$ cat src/rtl/sobvg_pkg.sv
// sobvg_pkg: shared types and constants for the vertical sobel gradient core
// no dependencies; imported by every module of the block
`timescale 1ns / 1ps

package sobvg_pkg;

  // line buffer geometry
  localparam int MAX_WIDTH = 1024;
  localparam int COL_W     = $clog2(MAX_WIDTH);
  localparam int PCNT_W    = $clog2(MAX_WIDTH + 2);

  // configuration register widths
  localparam int W_REG_W    = 11;
  localparam int H_REG_W    = 13;
  localparam int ROW_IN_W   = H_REG_W + 1;
  localparam int ROW_OUT_W  = H_REG_W;
  localparam int CFG_IDX_W  = 2;
  localparam int CFG_DATA_W = 13;

  localparam logic [W_REG_W-1:0] WIDTH_RESET  = W_REG_W'(640);
  localparam logic [H_REG_W-1:0] HEIGHT_RESET = H_REG_W'(480);
  localparam logic [W_REG_W-1:0] MAX_W_EFF    = W_REG_W'(MAX_WIDTH);

  // register indexes
  localparam logic [CFG_IDX_W-1:0] REG_WIDTH  = CFG_IDX_W'(0);
  localparam logic [CFG_IDX_W-1:0] REG_HEIGHT = CFG_IDX_W'(1);

  // item kinds
  localparam logic KIND_PIXEL = 1'b0;
  localparam logic KIND_FLUSH = 1'b1;

  // output queue
  localparam int FIFO_DEPTH = 4;
  localparam int FIFO_PTR_W = $clog2(FIFO_DEPTH);
  localparam int FIFO_CNT_W = $clog2(FIFO_DEPTH + 1);
  localparam int CREDIT_W   = $clog2(FIFO_DEPTH + 3);

  // one rgb pixel, red in the low byte
  typedef logic [23:0] pixel_t;

  typedef struct packed {
    logic       kind;
    logic [7:0] red_in;
    logic [7:0] green_in;
    logic [7:0] blue_in;
  } pix_in_t;

  typedef struct packed {
    logic [7:0] red_out;
    logic [7:0] green_out;
    logic [7:0] blue_out;
    logic       frame_end;
  } res_out_t;

  typedef struct packed {
    logic left_ok;
    logic right_ok;
    logic top_ok;
    logic bot_ok;
  } edge_mask_t;

  // issue stage decision for one accepted beat
  typedef struct packed {
    logic             push;
    logic [COL_W-1:0] col;
    pixel_t           px;
    logic             res;
    edge_mask_t       mask;
    logic             last;
  } issue_t;

  // line buffer read stage, one new window column
  typedef struct packed {
    logic       valid;
    pixel_t     px;
    pixel_t     top;
    pixel_t     mid;
    logic       res;
    edge_mask_t mask;
    logic       last;
  } tap_t;

endpackage

$ cat src/rtl/sobvg_out_fifo.sv
// sobvg_out_fifo: small result queue in front of the output channel
// depends on sobvg_pkg; its fill level feeds the input credit check
`timescale 1ns / 1ps

module sobvg_out_fifo import sobvg_pkg::*; (
  input  logic                  clk,
  input  logic                  rst_n,
  input  logic                  wr_en,
  input  res_out_t              wr_data,
  output logic                  out_valid,
  input  logic                  out_stall,
  output res_out_t              out_data,
  output logic [FIFO_CNT_W-1:0] count
);

  res_out_t              q_r [FIFO_DEPTH];
  logic [FIFO_PTR_W-1:0] wr_ptr_r;
  logic [FIFO_PTR_W-1:0] rd_ptr_r;
  logic [FIFO_CNT_W-1:0] count_r;
  logic                  rd_en;

  assign out_valid = count_r != '0;
  assign out_data  = q_r[rd_ptr_r];
  assign rd_en     = out_valid && !out_stall;
  assign count     = count_r;

  // storage
  always_ff @(posedge clk) begin
    if (wr_en) begin
      q_r[wr_ptr_r] <= wr_data;
    end
  end

  // pointers and fill level
  always_ff @(posedge clk) begin
    if (!rst_n) begin
      wr_ptr_r <= '0;
      rd_ptr_r <= '0;
      count_r  <= '0;
    end else begin
      if (wr_en) begin
        wr_ptr_r <= wr_ptr_r + FIFO_PTR_W'(1);
      end
      if (rd_en) begin
        rd_ptr_r <= rd_ptr_r + FIFO_PTR_W'(1);
      end
      if (wr_en && !rd_en) begin
        count_r <= count_r + FIFO_CNT_W'(1);
      end else if (rd_en && !wr_en) begin
        count_r <= count_r - FIFO_CNT_W'(1);
      end
    end
  end

endmodule

$ cat config.mk
export PLATFORM = sky130hd
export DESIGN_NAME = sobvg_out_fifo
export DESIGN_NICKNAME = d
export VERILOG_FILES = /design/src/rtl/sobvg_pkg.sv /design/src/rtl/sobvg_out_fifo.sv
export SDC_FILE = /design/constraint.sdc
export NUM_CORES = 1
export LEC_CHECK = 0
export ABC_AREA = 1
export BUFFER_PORTS_ARGS = -buffer_cell sky130_fd_sc_hd__buf_2
export CORE_MARGIN = 4
export CORE_UTILIZATION = 43
export CTS_CLUSTER_DIAMETER = 150
export DETAILED_ROUTE_END_ITERATION = 10
export PLACE_DENSITY = 0.75
export SLEW_MARGIN = 10
export SYNTH_ARGS = -nofsm -noshare
export SYNTH_HDL_FRONTEND = slang
export SYNTH_SLANG_ARGS = --single-unit
export TNS_END_PERCENT = 1
$ cat constraint.sdc
create_clock -name clk -period 1.4 [get_ports clk]
set_input_delay 0.07 -clock clk [delete_from_list [all_inputs] [get_ports clk]]
set_output_delay 0.07 -clock clk [all_outputs]
set_load 0.05 [all_outputs]
# ---- Yosys cells after proc, flatten, opt, wreduce, memory -nomap -nowiden
# Memory sizes are Yosys's and may differ from the RTL's. A register that Yosys moved wholly into a read port is not among the register bits.
# Cells that the tools add are included.
dict set report totals {
  wordCells 22
  ram_bits 100
  ff_bits 7
  memories 1
  out_inout_bits 29
  input_bits 29
}
# memory words width rd rd_ports_with_merged_regs wr line
set memory_table {}
lappend memory_table {q_r 4 25 1 1 1 sobvg_out_fifo.sv:16} ;# res_out_t q_r [FIFO_DEPTH];
dict set report op_classes {
  muxes 6
  reduce_logical 8
  add_sub_neg 4
}
# cell n
set op_table {}
lappend op_table {{$mux 3} 2}
lappend op_table {{$add 2x1->2 const B} 2}
lappend op_table {{$mux 2} 2}
lappend op_table {{$add 3x1->3 const B} 1}
lappend op_table {{$logic_and 1x1->1} 3}
lappend op_table {{$logic_not 1->1} 3}
lappend op_table {{$reduce_bool 3->1} 1}
lappend op_table {{$sub 3x1->3 const B} 1}
lappend op_table {{$mux 1} 2}
lappend op_table {{$reduce_bool 2->1} 1}

# ---- Logic depth before layout (Yosys ltp)
# Gate-level depths: netlist (run 1).
dict set report logic_depth {
  word_depth 5
  depth_mapped 12
  depth_no_buf 12
}

# ---- Least setup slack after synthesis (run 1)
# No wires, ideal clock.
dict set report synth_timing {
  path_type {register to register}
  from {register count_r[1] (netlist: count[1])}
  to {register count_r[1] (netlist: count[1])}
  required_ns 1.284
  setup_time_ns 0.116
  slack_ns -0.954
  period_less_slack_ns 2.354
  path_buffers 0
  t_arrival_ns 2.238
  path_stages_with_launch 9
  path_cell_list {dfxtp_1 > nor2_1 > nand2_1 > nand2_1 > ha_1 > inv_1 > fa_1 > o21ai_0 > nor2_1}
}
dict set report synth_between {
  elab_chain_cells 5
  word_cells_on_any_way 10
  cone_classes {2 x add/sub; 2 x mux; 6 x reduce/logical}
}
# item line
set synth_lines {}
lappend synth_lines {{from (decl)} sobvg_out_fifo.sv:19} ;# logic [FIFO_CNT_W-1:0] count_r;
lappend synth_lines {{from (signal assigned)} sobvg_out_fifo.sv:48} ;# count_r <= count_r + FIFO_CNT_W'(1);
lappend synth_lines {{from (signal assigned)} sobvg_out_fifo.sv:50} ;# count_r <= count_r - FIFO_CNT_W'(1);
lappend synth_lines {{$reduce_bool 3->1 *} sobvg_out_fifo.sv:22} ;# assign out_valid = count_r != '0;
lappend synth_lines {{named net out_valid} sobvg_out_fifo.sv:10} ;# output logic out_valid,
lappend synth_lines {{$logic_and 1x1->1 *} sobvg_out_fifo.sv:24} ;# assign rd_en = out_valid && !out_stall;
lappend synth_lines {{$logic_not 1->1} sobvg_out_fifo.sv:47} ;# if (wr_en && !rd_en) begin
lappend synth_lines {{$logic_and 1x1->1} sobvg_out_fifo.sv:47}
lappend synth_lines {{$mux 3 / $reduce_bool 2->1 (equally long branches)} -}
# The timed path passes the listed nets; every way through them passes the cells marked *. The select of a mux whose other input is x is not followed.
# A chain may end at the register's enable or synchronous reset.

==> summary.md, run 1 <==
| Metric | Value |
|---|---|
| Synth top area share | 0.703 |
| ANT cells | 0 |
| Commonest non-fill, non-tap cell in the layout | edfxtp_1 |
| Worst Tran Pin Value | 0.237 ns |
| Initial DRT Pass Iterations | 4 |
| Register-to-register setup slack | -0.15 ns |
| Most frequent cells in the layout | 100 x edfxtp_1, 55 x nor2_1, 32 x buf_4, 31 x buf_2, 26 x dlygate4sd3_1 |
| Share of layout cells above drive strength 1 | 0.336 |
| Die footprint | 11600 µm² |
| Num CTS Buffers | 9 |
| Worst path arrival time | around 1.5 ns |
| Final min period | ~1.6 ns |
| Slew HR | 0.840 |
| GPL Wtd Cong | 0.697 |
| Total Wirelength | approximately 8.5 mm |
| Post-Syn Nets | 339 |
| Yosys top cell by area | edfxtp_1 |
| Maximum VDD drop | approximately 0.88 mV |
| CP top delay family | buffers and inverters |
| Count of final setup violators | 27 |
| Final Max Tran Viols | 0 |
| Cell variety after synth | 20 |
| Grt ovf | 0 |
| Worst hold start | wr_en |
| Worst flop-to-flop path startpoint | count[0] |
| Vias per inst | 4.89 |
| Critical Path Source Type | flip-flop |
| Layout Utilization | 0.576 |
| Vias in the first global route | ~2700 |
| Finished Cell Area | between 5000 and 6000 µm² |
| CORE AREA | between 9000 and 10000 µm² |
| Core Rows | 36 |
| Final net count | 444 |
| First DRT Iteration DRCs | 168 |
| Hold slack | slightly below 0.1 ns |
| Die Height | 108 µm |
| DRC violations left | 0 |
| Highest Clock Rate | between 0.6 and 0.7 GHz |
| Hpwl dp | roughly 5.4 mm |
| Yosys reg bits | roughly 110 |
| Detailed-route wire length per cell | approximately 16 µm |
| Worst-Skew Late Latency | roughly 0.36 ns |
| Area of placed instances | roughly 5000 µm² |
| Maximum number of pins on one net before global-route repair | 25 |
| Clock-pin slew on the worst setup and hold paths | 0.10 ns |
| Pwr dens | roughly 1600 nW/µm² |
| Starting Density | 0.439 |
| CTS max path bufs | 2 |
| Mapped Area | between 4000 and 5000 µm² |
| GRT Overall Usage | 0.153 |
| Place WS | -0.126 ns |
| Ports | 58 |
| Detail Route Antenna Nets | 0 |
| LEAKAGE | about 2.1 nW |
| Status | finished, violations left |
| Crit path kind | reg -> out |
| WP data required | approximately 1.3 ns |
| Final hold violation count | 0 |
| Syn_area_per_cell | 14.0 µm² |
| Root buf cell | clkbuf_8 |
| Crit-path max cell delay | ~0.41 ns |
| Worst-path cell chain | buf_12 > o21ai_1 > o22ai_1 > buf_4 |
| Vias | around 2700 |
| Slowest-stage cell, CP | dfxtp_4 |
| PortBufs | 57 |
| Post-Synthesis Cells | approximately 300 |
| RSZ-0062 raised after global routing | true |
| Worst Path Buf+Inv | 2 |
| Layout overhead on the synthesized area | 31.1% |
| Failing checks | setup timing |
| Min-Delay Path Depth | 3 |
| Fin worst setup slack | -0.151 ns |
| Max-cap check violation count | 0 |
| Largest cells by area after synthesis | edfxtp_1 70%, nor2_1 4.9%, dfxtp_1 4.2% |
| Worst R2R Path Depth | 11 |
| Die Wd | 108 µm |
| Critical Path Fanout Max | 24 |
| Worst R2R End | count[2] |
| Crit path capture type | output pin |
| Synth warn | 0 |
| TritonCTS clock tree | built |
| Global-route wire length before repair | 13.5 mm |
| Skew final | about 0.0083 ns |
| Sequential fraction of the synthesis area | 0.745 |
| Min-Delay Path Class | in -> reg |
| Initial antenna violation count | 0 |
| WHS Endpoint | wr_ptr_r[0] |
| Clock Sinks | roughly 110 |
| Max H-tree Level | 3 |
| Fin crit share | 1.11 |
## cells by family (layout without fill, tap and decap cells)
logic type	after synthesis	in the layout	synth area share
adders and majority gates	6	6	0.0193
DFF	109	109	0.745
buffers and inverters	32	142	0.0448
AOI/OAI and AO/OA	85	85	0.126
and+or+nand+nor	72	72	0.0645
## sequential cells by signal (all words and copies together) (netlist names), named ones only
register / cells
wr_ptr_r: 2
q_r: 100
count: 3
rd_ptr_r: 2
## worst reg2reg max path: cells and delay by family (launching register included)
kind | cells | cell delay (ns)
AND/OR/NAND/NOR | 7 | 0.59
adder cells (fa/ha/maj) | 2 | 0.46
buffers and inverters | 2 | 0.07
flip-flops | 1 | 0.36
## layer usage
layer	global-route usage	share of wire	wire length [µm]
met1	0.187	0.41	3470
met2	0.273	0.55	4640
met3	0.0330	0.046	388
met4	0.0388	0	0
met5	0	0	0
## final cells by class
class / count / area [µm²]
inverter: 17 / 68.8
tap: 133 / 166
clock buffer: 9 / 124
timing repair buffer: 109 / 993
sequential: 109 / 3200
multi-input combinational: 163 / 968
clock inverter: 7 / 80.1
fill: 785 / 4130
## repair_timing
item                                    in CTS  in global routing
setup buffers                                0                  0
pin swaps                                    3                  4
hold buffers                                26                  0
cloned                                       1                  0
hold endpoints to repair                   104                  0
endpoints found under the setup margin      27                 28
gates resized for setup                     37                 11
## synth_stat cells (all sizes together)
library cell  count
nand4             1
nand2            13
a21oi             6
edfxtp          100
ha                5
o21ai            54
nor2             56
dfxtp             9
fa                1
buf              15
nand3             2
inv              17
o22ai            25
## worst max path at each step
stage          slack [ns]           end  cells past startpoint  startpoint
2_1_floorplan       -0.26      count[2]                     12    count[0]
3_3_place_gp        -0.07      count[2]                     12    count[0]
3_5_place_dp        -0.13      count[2]                     11    count[0]
4_1_cts             -0.20  out_data[21]                      5   flip-flop
5_1_grt             -0.25      count[2]                     11    count[0]
6_report            -0.15  out_data[21]                      4   flip-flop
## per-stage QoR
stage / instances / power [W] / TNS [ns]
finish: 547 / 0.00903 / -2.91
floorplan: 304 / 0.00603 / -8.23
global route: 547 / 0.00948 / -5.11
global placement: 504 / 0.00678 / -0.111
detailed placement: 504 / 0.00683 / -0.212
CTS: 547 / 0.00906 / -3.99
## power by group
part | total (W) | internal (W) | switching, W
clock | 0.00189 | 0.000856 | 0.00103
combinational | 0.00328 | 0.00117 | 0.00211
sequential | 0.00386 | 0.00376 | 0.0000954
total | 0.00903 | 0.00579 | 0.00324
Note: power is estimated with default switching activity, not from simulation.
==> run 2: changes to the inputs <==
CORE_MARGIN = not set   (was 4)
==> run 2 against run 1 <==
The run still ends with setup timing left. Utilization decreased by 1.1 points. Clock power decreased by 16%. Sequential cell count unchanged. Global-route usage increased by 1.4 points. Critical endpoint is now out_data[1]. Largest power group unchanged.
==> summary.md, run 2 (synthesis results as in run 1) <==
| Metric | Value |
|---|---|
| Starting Density | 0.441 |
| Share of layout cells above drive strength 1 | 0.327 |
| Fin worst setup slack | -0.177 ns |
| Detail Route Antenna Nets | 0 |
| Layout overhead on the synthesized area | 28.0% |
| Worst Tran Pin Value | ~0.25 ns |
| Die Wd | 102 µm |
| Max H-tree Level | 3 |
| Maximum VDD drop | between 1 and 1.5 mV |
| Skew final | between 0.007 and 0.008 ns |
| Final hold violation count | 0 |
| Most flops, register | q_r |
| Final Max Tran Viols | 0 |
| Global-route wire length before repair | around 13 mm |
| Critical Path Fanout Max | 26 |
| Crit-path max cell delay | 0.38 ns |
| Root buf cell | clkbuf_8 |
| Grt ovf | 0 |
| Fin crit share | 1.13 |
| Vias in the first global route | between 2000 and 3000 |
| Hpwl dp | roughly 5.1 mm |
| Clock Sinks | about 110 |
| Most frequent cells in the layout | 100 x edfxtp_1, 53 x nor2_1, 32 x buf_2, 31 x o21ai_1, 27 x buf_4 |
| Crit path capture type | output pin |
| Min-Delay Path Class | in -> reg |
| Count of final setup violators | 27 |
| Min-Delay Path Depth | 3 |
| First DRT Iteration DRCs | 94 |
| Total power | 0.00860 W |
| Final min period | 1.58 ns |
| Num CTS Buffers | 9 |
| Die footprint | ~10000 µm² |
| GPL Wtd Cong | a little over 0.7 |
| Slew HR | 0.836 |
| Worst path arrival time | approximately 1.5 ns |
| RSZ-0062 raised after global routing | true |
| Worst-Skew Late Latency | approximately 0.36 ns |
| Vias per inst | 4.89 |
| Worst hold start | wr_en |
| WP data required | 1.33 ns |
| Worst-path cell chain | inv_4 > buf_12 > nor2_1 > o22ai_1 > buf_4 |
| Max FFs per register | 100 |
| Die Height | ~100 µm |
| WHS Endpoint | wr_ptr_r[0] |
| ANT cells | 0 |
| Int Pwr | around 0.0055 W |
| Layout Utilization | 0.564 |
| Pwr dens | about 1600 nW/µm² |
| DRC violations left | 0 |
| Setup TNS | -3.16 ns |
| Worst flop-to-flop path startpoint | count[0] |
| Register-to-register setup slack | -0.16 ns |
| Area of placed instances | 4910 µm² |
| Highest Clock Rate | about 0.63 GHz |
| CORE AREA | between 9000 and 10000 µm² |
| LEAKAGE | slightly above 2 nW |
| Logic pwr share | 0.368 |
| Commonest non-fill, non-tap cell in the layout | edfxtp_1 |
| Critical Path Source Type | flip-flop |
| Core Rows | 36 |
| CP top delay family | buffers and inverters |
| Status | finished, violations left |
| Clock-pin slew on the worst setup and hold paths | ~0.09 ns |
| Sequential group share of total power | 0.448 |
| Final net count | approximately 440 |
| Detailed-route wire length per cell | ~15 µm |
| Worst R2R Path Depth | 12 |
| Crit path kind | reg -> out |
| Maximum number of pins on one net before global-route repair | 35 |
| Vias | around 2600 |
| Slowest-stage cell, CP | dfxtp_4 |
| Worst R2R End | count[2] |
| Failing checks | setup timing |
| GRT Overall Usage | 0.167 |
| Finished Cell Area | 5460 µm² |
| CTS max path bufs | 2 |
| Worst Path Buf+Inv | 3 |
| Max-cap check violation count | 0 |
| PortBufs | between 50 and 60 |
| Sw Share | 0.366 |
| TritonCTS clock tree | built |
| Clock power share | 0.185 |
| Total Wirelength | 8.22 mm |
| Initial DRT Pass Iterations | 4 |
| Net Sw Power | between 0.003 and 0.004 W |
| Ports | 58 |
| Initial antenna violation count | 0 |
run 2: changes by cell type in the layout (fill, tap and decap cells not counted), sizes merged:
cell / delta
clkinvlp: +1
inv: -4
clkinv: +3
buf: -7
clkbuf: +1
bufinv: -1
run 2: routing by layer:
metal	wire length [µm]	vias up	part of all wire	GRT usage
met5	0	-	0	0
met3	316	11	0.038	0.0304
met4	134	0	0.016	0.0780
li1	-	1299	-	-
met1	3560	1276	0.43	0.207
met2	4220	53	0.51	0.284
run 2: worst reg2reg max path, stage by stage, from the launching register on:
cell     delay (ns)
dfxtp_4        0.36
nor2_4         0.13
nand2_4        0.07
nand2_4        0.07
ha_4           0.13
inv_2          0.04
fa_2           0.34
inv_1          0.06
nand2_1        0.08
nand3_2        0.07
nand2_1        0.05
inv_1          0.05
nor2_1         0.04
run 2: stage by stage:
step                instances  worst slack [ns]  hold WS [ns]
global route              540            -0.258         0.121
floorplan                 304            -0.265         0.169
global placement          498           -0.0713         0.282
finish                    540            -0.177        0.0977
CTS                       540            -0.191        0.0743
detailed placement        498            -0.145         0.287
run 2: area by class of cell:
cell class | instances | area, µm²
Clock buffer | 10 | 128
Clock inverter | 6 | 31.3
Fill cell | 763 | 4220
Inverter | 17 | 66.3
Multi-Input combinational cell | 163 | 971
Sequential cell | 109 | 3200
Tap cell | 133 | 166
Timing Repair Buffer | 102 | 902
run 2: how the worst max path moves through the flow:
stage | startpoint | slack (ns) | endpoint | cells past startpoint
floorplan | count[0] | -0.26 | count[2] | 12
global placement | count[0] | -0.07 | count[2] | 12
detailed placement | count[0] | -0.14 | count[2] | 11
finish | flip-flop | -0.18 | out_data[1] | 5
global route | count[0] | -0.26 | count[2] | 11
CTS | flip-flop | -0.19 | out_data[1] | 5
run 2: power groups by stage:
| stage | Combinational, W | Sequential, W | Clock (W) |
|---|---|---|---|
| global placement | 0.00281 | 0.00391 | 0 |
| global route | 0.00337 | 0.00387 | 0.00175 |
| floorplan | 0.00200 | 0.00403 | 0 |
| CTS | 0.00312 | 0.00385 | 0.00163 |
| detailed placement | 0.00287 | 0.00392 | 0 |
| finish | 0.00316 | 0.00385 | 0.00159 |
run 2: repair_timing:
item                                    CTS  global route
hold buffers                             26             0
setup buffers                             0             0
gates cloned                              0             0
hold endpoints to repair                102             0
endpoints found under the setup margin   27            27
resized for setup                        37            10
pin swaps                                10            13
==> run 3: changes to the inputs <==
SKIP_LAST_GASP = 1   (was not set)
==> run 3 against run 2 <==
The run still ends with setup timing left. Critical endpoint unchanged. Total power is 0.63% higher. Hold slack is essentially flat. Via count increased by 0.72%. Cell count rose by 0.56%. Worst setup slack lost 0.033 ns. Combinational power rose by 2%. Global-route usage grew 0.070 points. Non-clock buffer count up 3. Register-to-register slack worse by 0.02 ns. Largest power group unchanged. Critical path type unchanged. Clock power about the same. Sequential power barely moved. Die area did not move.
==> summary.md, run 3 (synthesis results as in run 1) <==
| Metric | Value |
|---|---|
| Hpwl dp | between 5 and 6 mm |
| Area of placed instances | roughly 4900 µm² |
| PortBufs | 57 |
| Maximum number of pins on one net before global-route repair | 35 |
| Ports | 58 |
| Placed insts | roughly 500 |
| Slowest-stage cell, CP | dfxtp_2 |
| Slew HR | 0.831 |
| Max FFs per register | 100 |
| ANT cells | 0 |
| Total Wirelength | approximately 9 mm |
| Int Pwr | between 0.005 and 0.006 W |
| Detailed-route wire length per cell | about 16 µm |
| Sw Share | 0.368 |
| GPL Wtd Cong | 0.706 |
| Fin worst setup slack | -0.209 ns |
| Vias in the first global route | roughly 2600 |
| Sequential group share of total power | 0.445 |
| Highest Clock Rate | ~0.62 GHz |
| Starting Density | 0.441 |
| Crit-path max cell delay | around 0.38 ns |
| CTS max path bufs | 2 |
| Skew final | about 0.0061 ns |
| Initial DRT Pass Iterations | 4 |
| Setup bufs post-CTS | 0 |
| Critical Path Source Type | flip-flop |
| Critical Path Fanout Max | 13 |
| Share of layout cells above drive strength 1 | 0.322 |
| Worst path arrival time | roughly 1.5 ns |
| Count of final setup violators | 27 |
| Die Wd | 102 µm |
| Crit path kind | reg -> out |
| Hold slack | between 0.09 and 0.1 ns |
| GRT Overall Usage | 0.168 |
| Net Sw Power | roughly 0.0032 W |
| Num CTS Buffers | 9 |
| Vias per inst | 4.90 |
| DRC violations left | 0 |
| Layout Utilization | 0.567 |
| Grt ovf | 0 |
| Layout overhead on the synthesized area | 28.5% |
| Detail Route Antenna Nets | 0 |
| WP data required | about 1.3 ns |
| Die footprint | between 10000 and 15000 µm² |
| CP top delay family | buffers and inverters |
| Min-Delay Path Class | in -> reg |
| Logic pwr share | 0.372 |
| Filler instances | around 770 |
| Failing checks | setup timing |
| Worst-Skew Late Latency | about 0.36 ns |
| Max H-tree Level | 3 |
| Most flops, register | q_r |
| CORE AREA | 9680 µm² |
| Most frequent cells in the layout | 100 x edfxtp_1, 55 x nor2_1, 39 x buf_2, 26 x o21ai_1, 26 x dlygate4sd3_1 |
| Clock power share | 0.183 |
| Worst-path cell chain | inv_4 > clkbuf_16 > o21ai_2 > o22ai_1 > buf_4 |
| Max-cap check violation count | 0 |
| Clock-pin slew on the worst setup and hold paths | approximately 0.090 ns |
| Crit path capture type | output pin |
| Finished Cell Area | 5490 µm² |
| Die Height | ~100 µm |
| Maximum VDD drop | roughly 1.2 mV |
| Commonest non-fill, non-tap cell in the layout | edfxtp_1 |
| Core Rows | 36 |
| TritonCTS clock tree | built |
| Final hold violation count | 0 |
| First DRT Iteration DRCs | around 120 |
| LEAKAGE | 2.04 nW |
| Status | finished, violations left |
| RSZ-0062 raised after global routing | true |
| Pwr dens | between 1500 and 2000 nW/µm² |
| Global-route wire length before repair | between 10 and 15 mm |
| Final net count | 440 |
| Worst Path Buf+Inv | 3 |
| Setup TNS | -4.60 ns |
| Non-filler instance count after layout | about 540 |
| Clock Sinks | ~110 |
| Vias | 2658 |
| Fin crit share | 1.15 |
| Final Max Tran Viols | 0 |
| Initial antenna violation count | 0 |
| Worst Tran Pin Value | ~0.26 ns |
| Root buf cell | clkbuf_8 |
| Final min period | 1.61 ns |
==> run 3: through the flow <==
stage | total power (W) | worst slack, ns
6_report | 0.00865 | -0.209
5_1_grt | 0.00904 | -0.260
4_1_cts | 0.00848 | -0.223
3_5_place_dp | 0.00679 | -0.145
3_3_place_gp | 0.00673 | -0.0713
2_1_floorplan | 0.00603 | -0.265
==> run 3: worst min-delay path: stages <==
cell	delay, ns
buf_2	0.15
inv_1	0.11
a21oi_1	0.07
==> run 3: power groups by stage <==
stage | Combinational [W] | Sequential [W] | Clock, W
finish | 0.00322 | 0.00385 | 0.00158
global route | 0.00341 | 0.00387 | 0.00176
CTS | 0.00301 | 0.00385 | 0.00163
detailed placement | 0.00287 | 0.00392 | 0
global placement | 0.00281 | 0.00391 | 0
floorplan | 0.00200 | 0.00403 | 0
==> run 3: routing by layer <==
layer  track usage  up-vias  wire length (µm)
li1              -     1306                 -
met5             0        -                 0
met2         0.286       64              4600
met4        0.0803        0                41
met3        0.0324        6               453
met1         0.205     1282              3730
==> run 3: final timing paths <==
kind               startpoint           to  slack (ns)  depth (start not counted)
setup / recovery    flip-flop  out_data[1]       -0.21                          5
hold / removal          wr_en  wr_ptr_r[0]         0.1                          3
setup reg to reg     count[0]     count[2]       -0.18                         12
hold reg to reg   rd_ptr_r[0]  rd_ptr_r[0]        0.49                          2
==> run 3: layout make-up <==
| class | count | area [µm²] | share of cell area |
|---|---|---|---|
| clock inverter | 6 | 31.3 | 0.00570 |
| tap | 133 | 166 | 0.0303 |
| sequential | 109 | 3200 | 0.583 |
| clock buffer | 10 | 128 | 0.0233 |
| inverter | 17 | 66.3 | 0.0121 |
| timing repair buffer | 105 | 945 | 0.172 |
| multi-input combinational | 163 | 955 | 0.174 |
==> run 3: what timing repair did <==
item / CTS / global route
cloned: 0 / 3
setup endpoints to repair: 27 / 27
gates resized for setup: 13 / 16
hold endpoints to repair: 102 / 0
hold buffers: 26 / 0
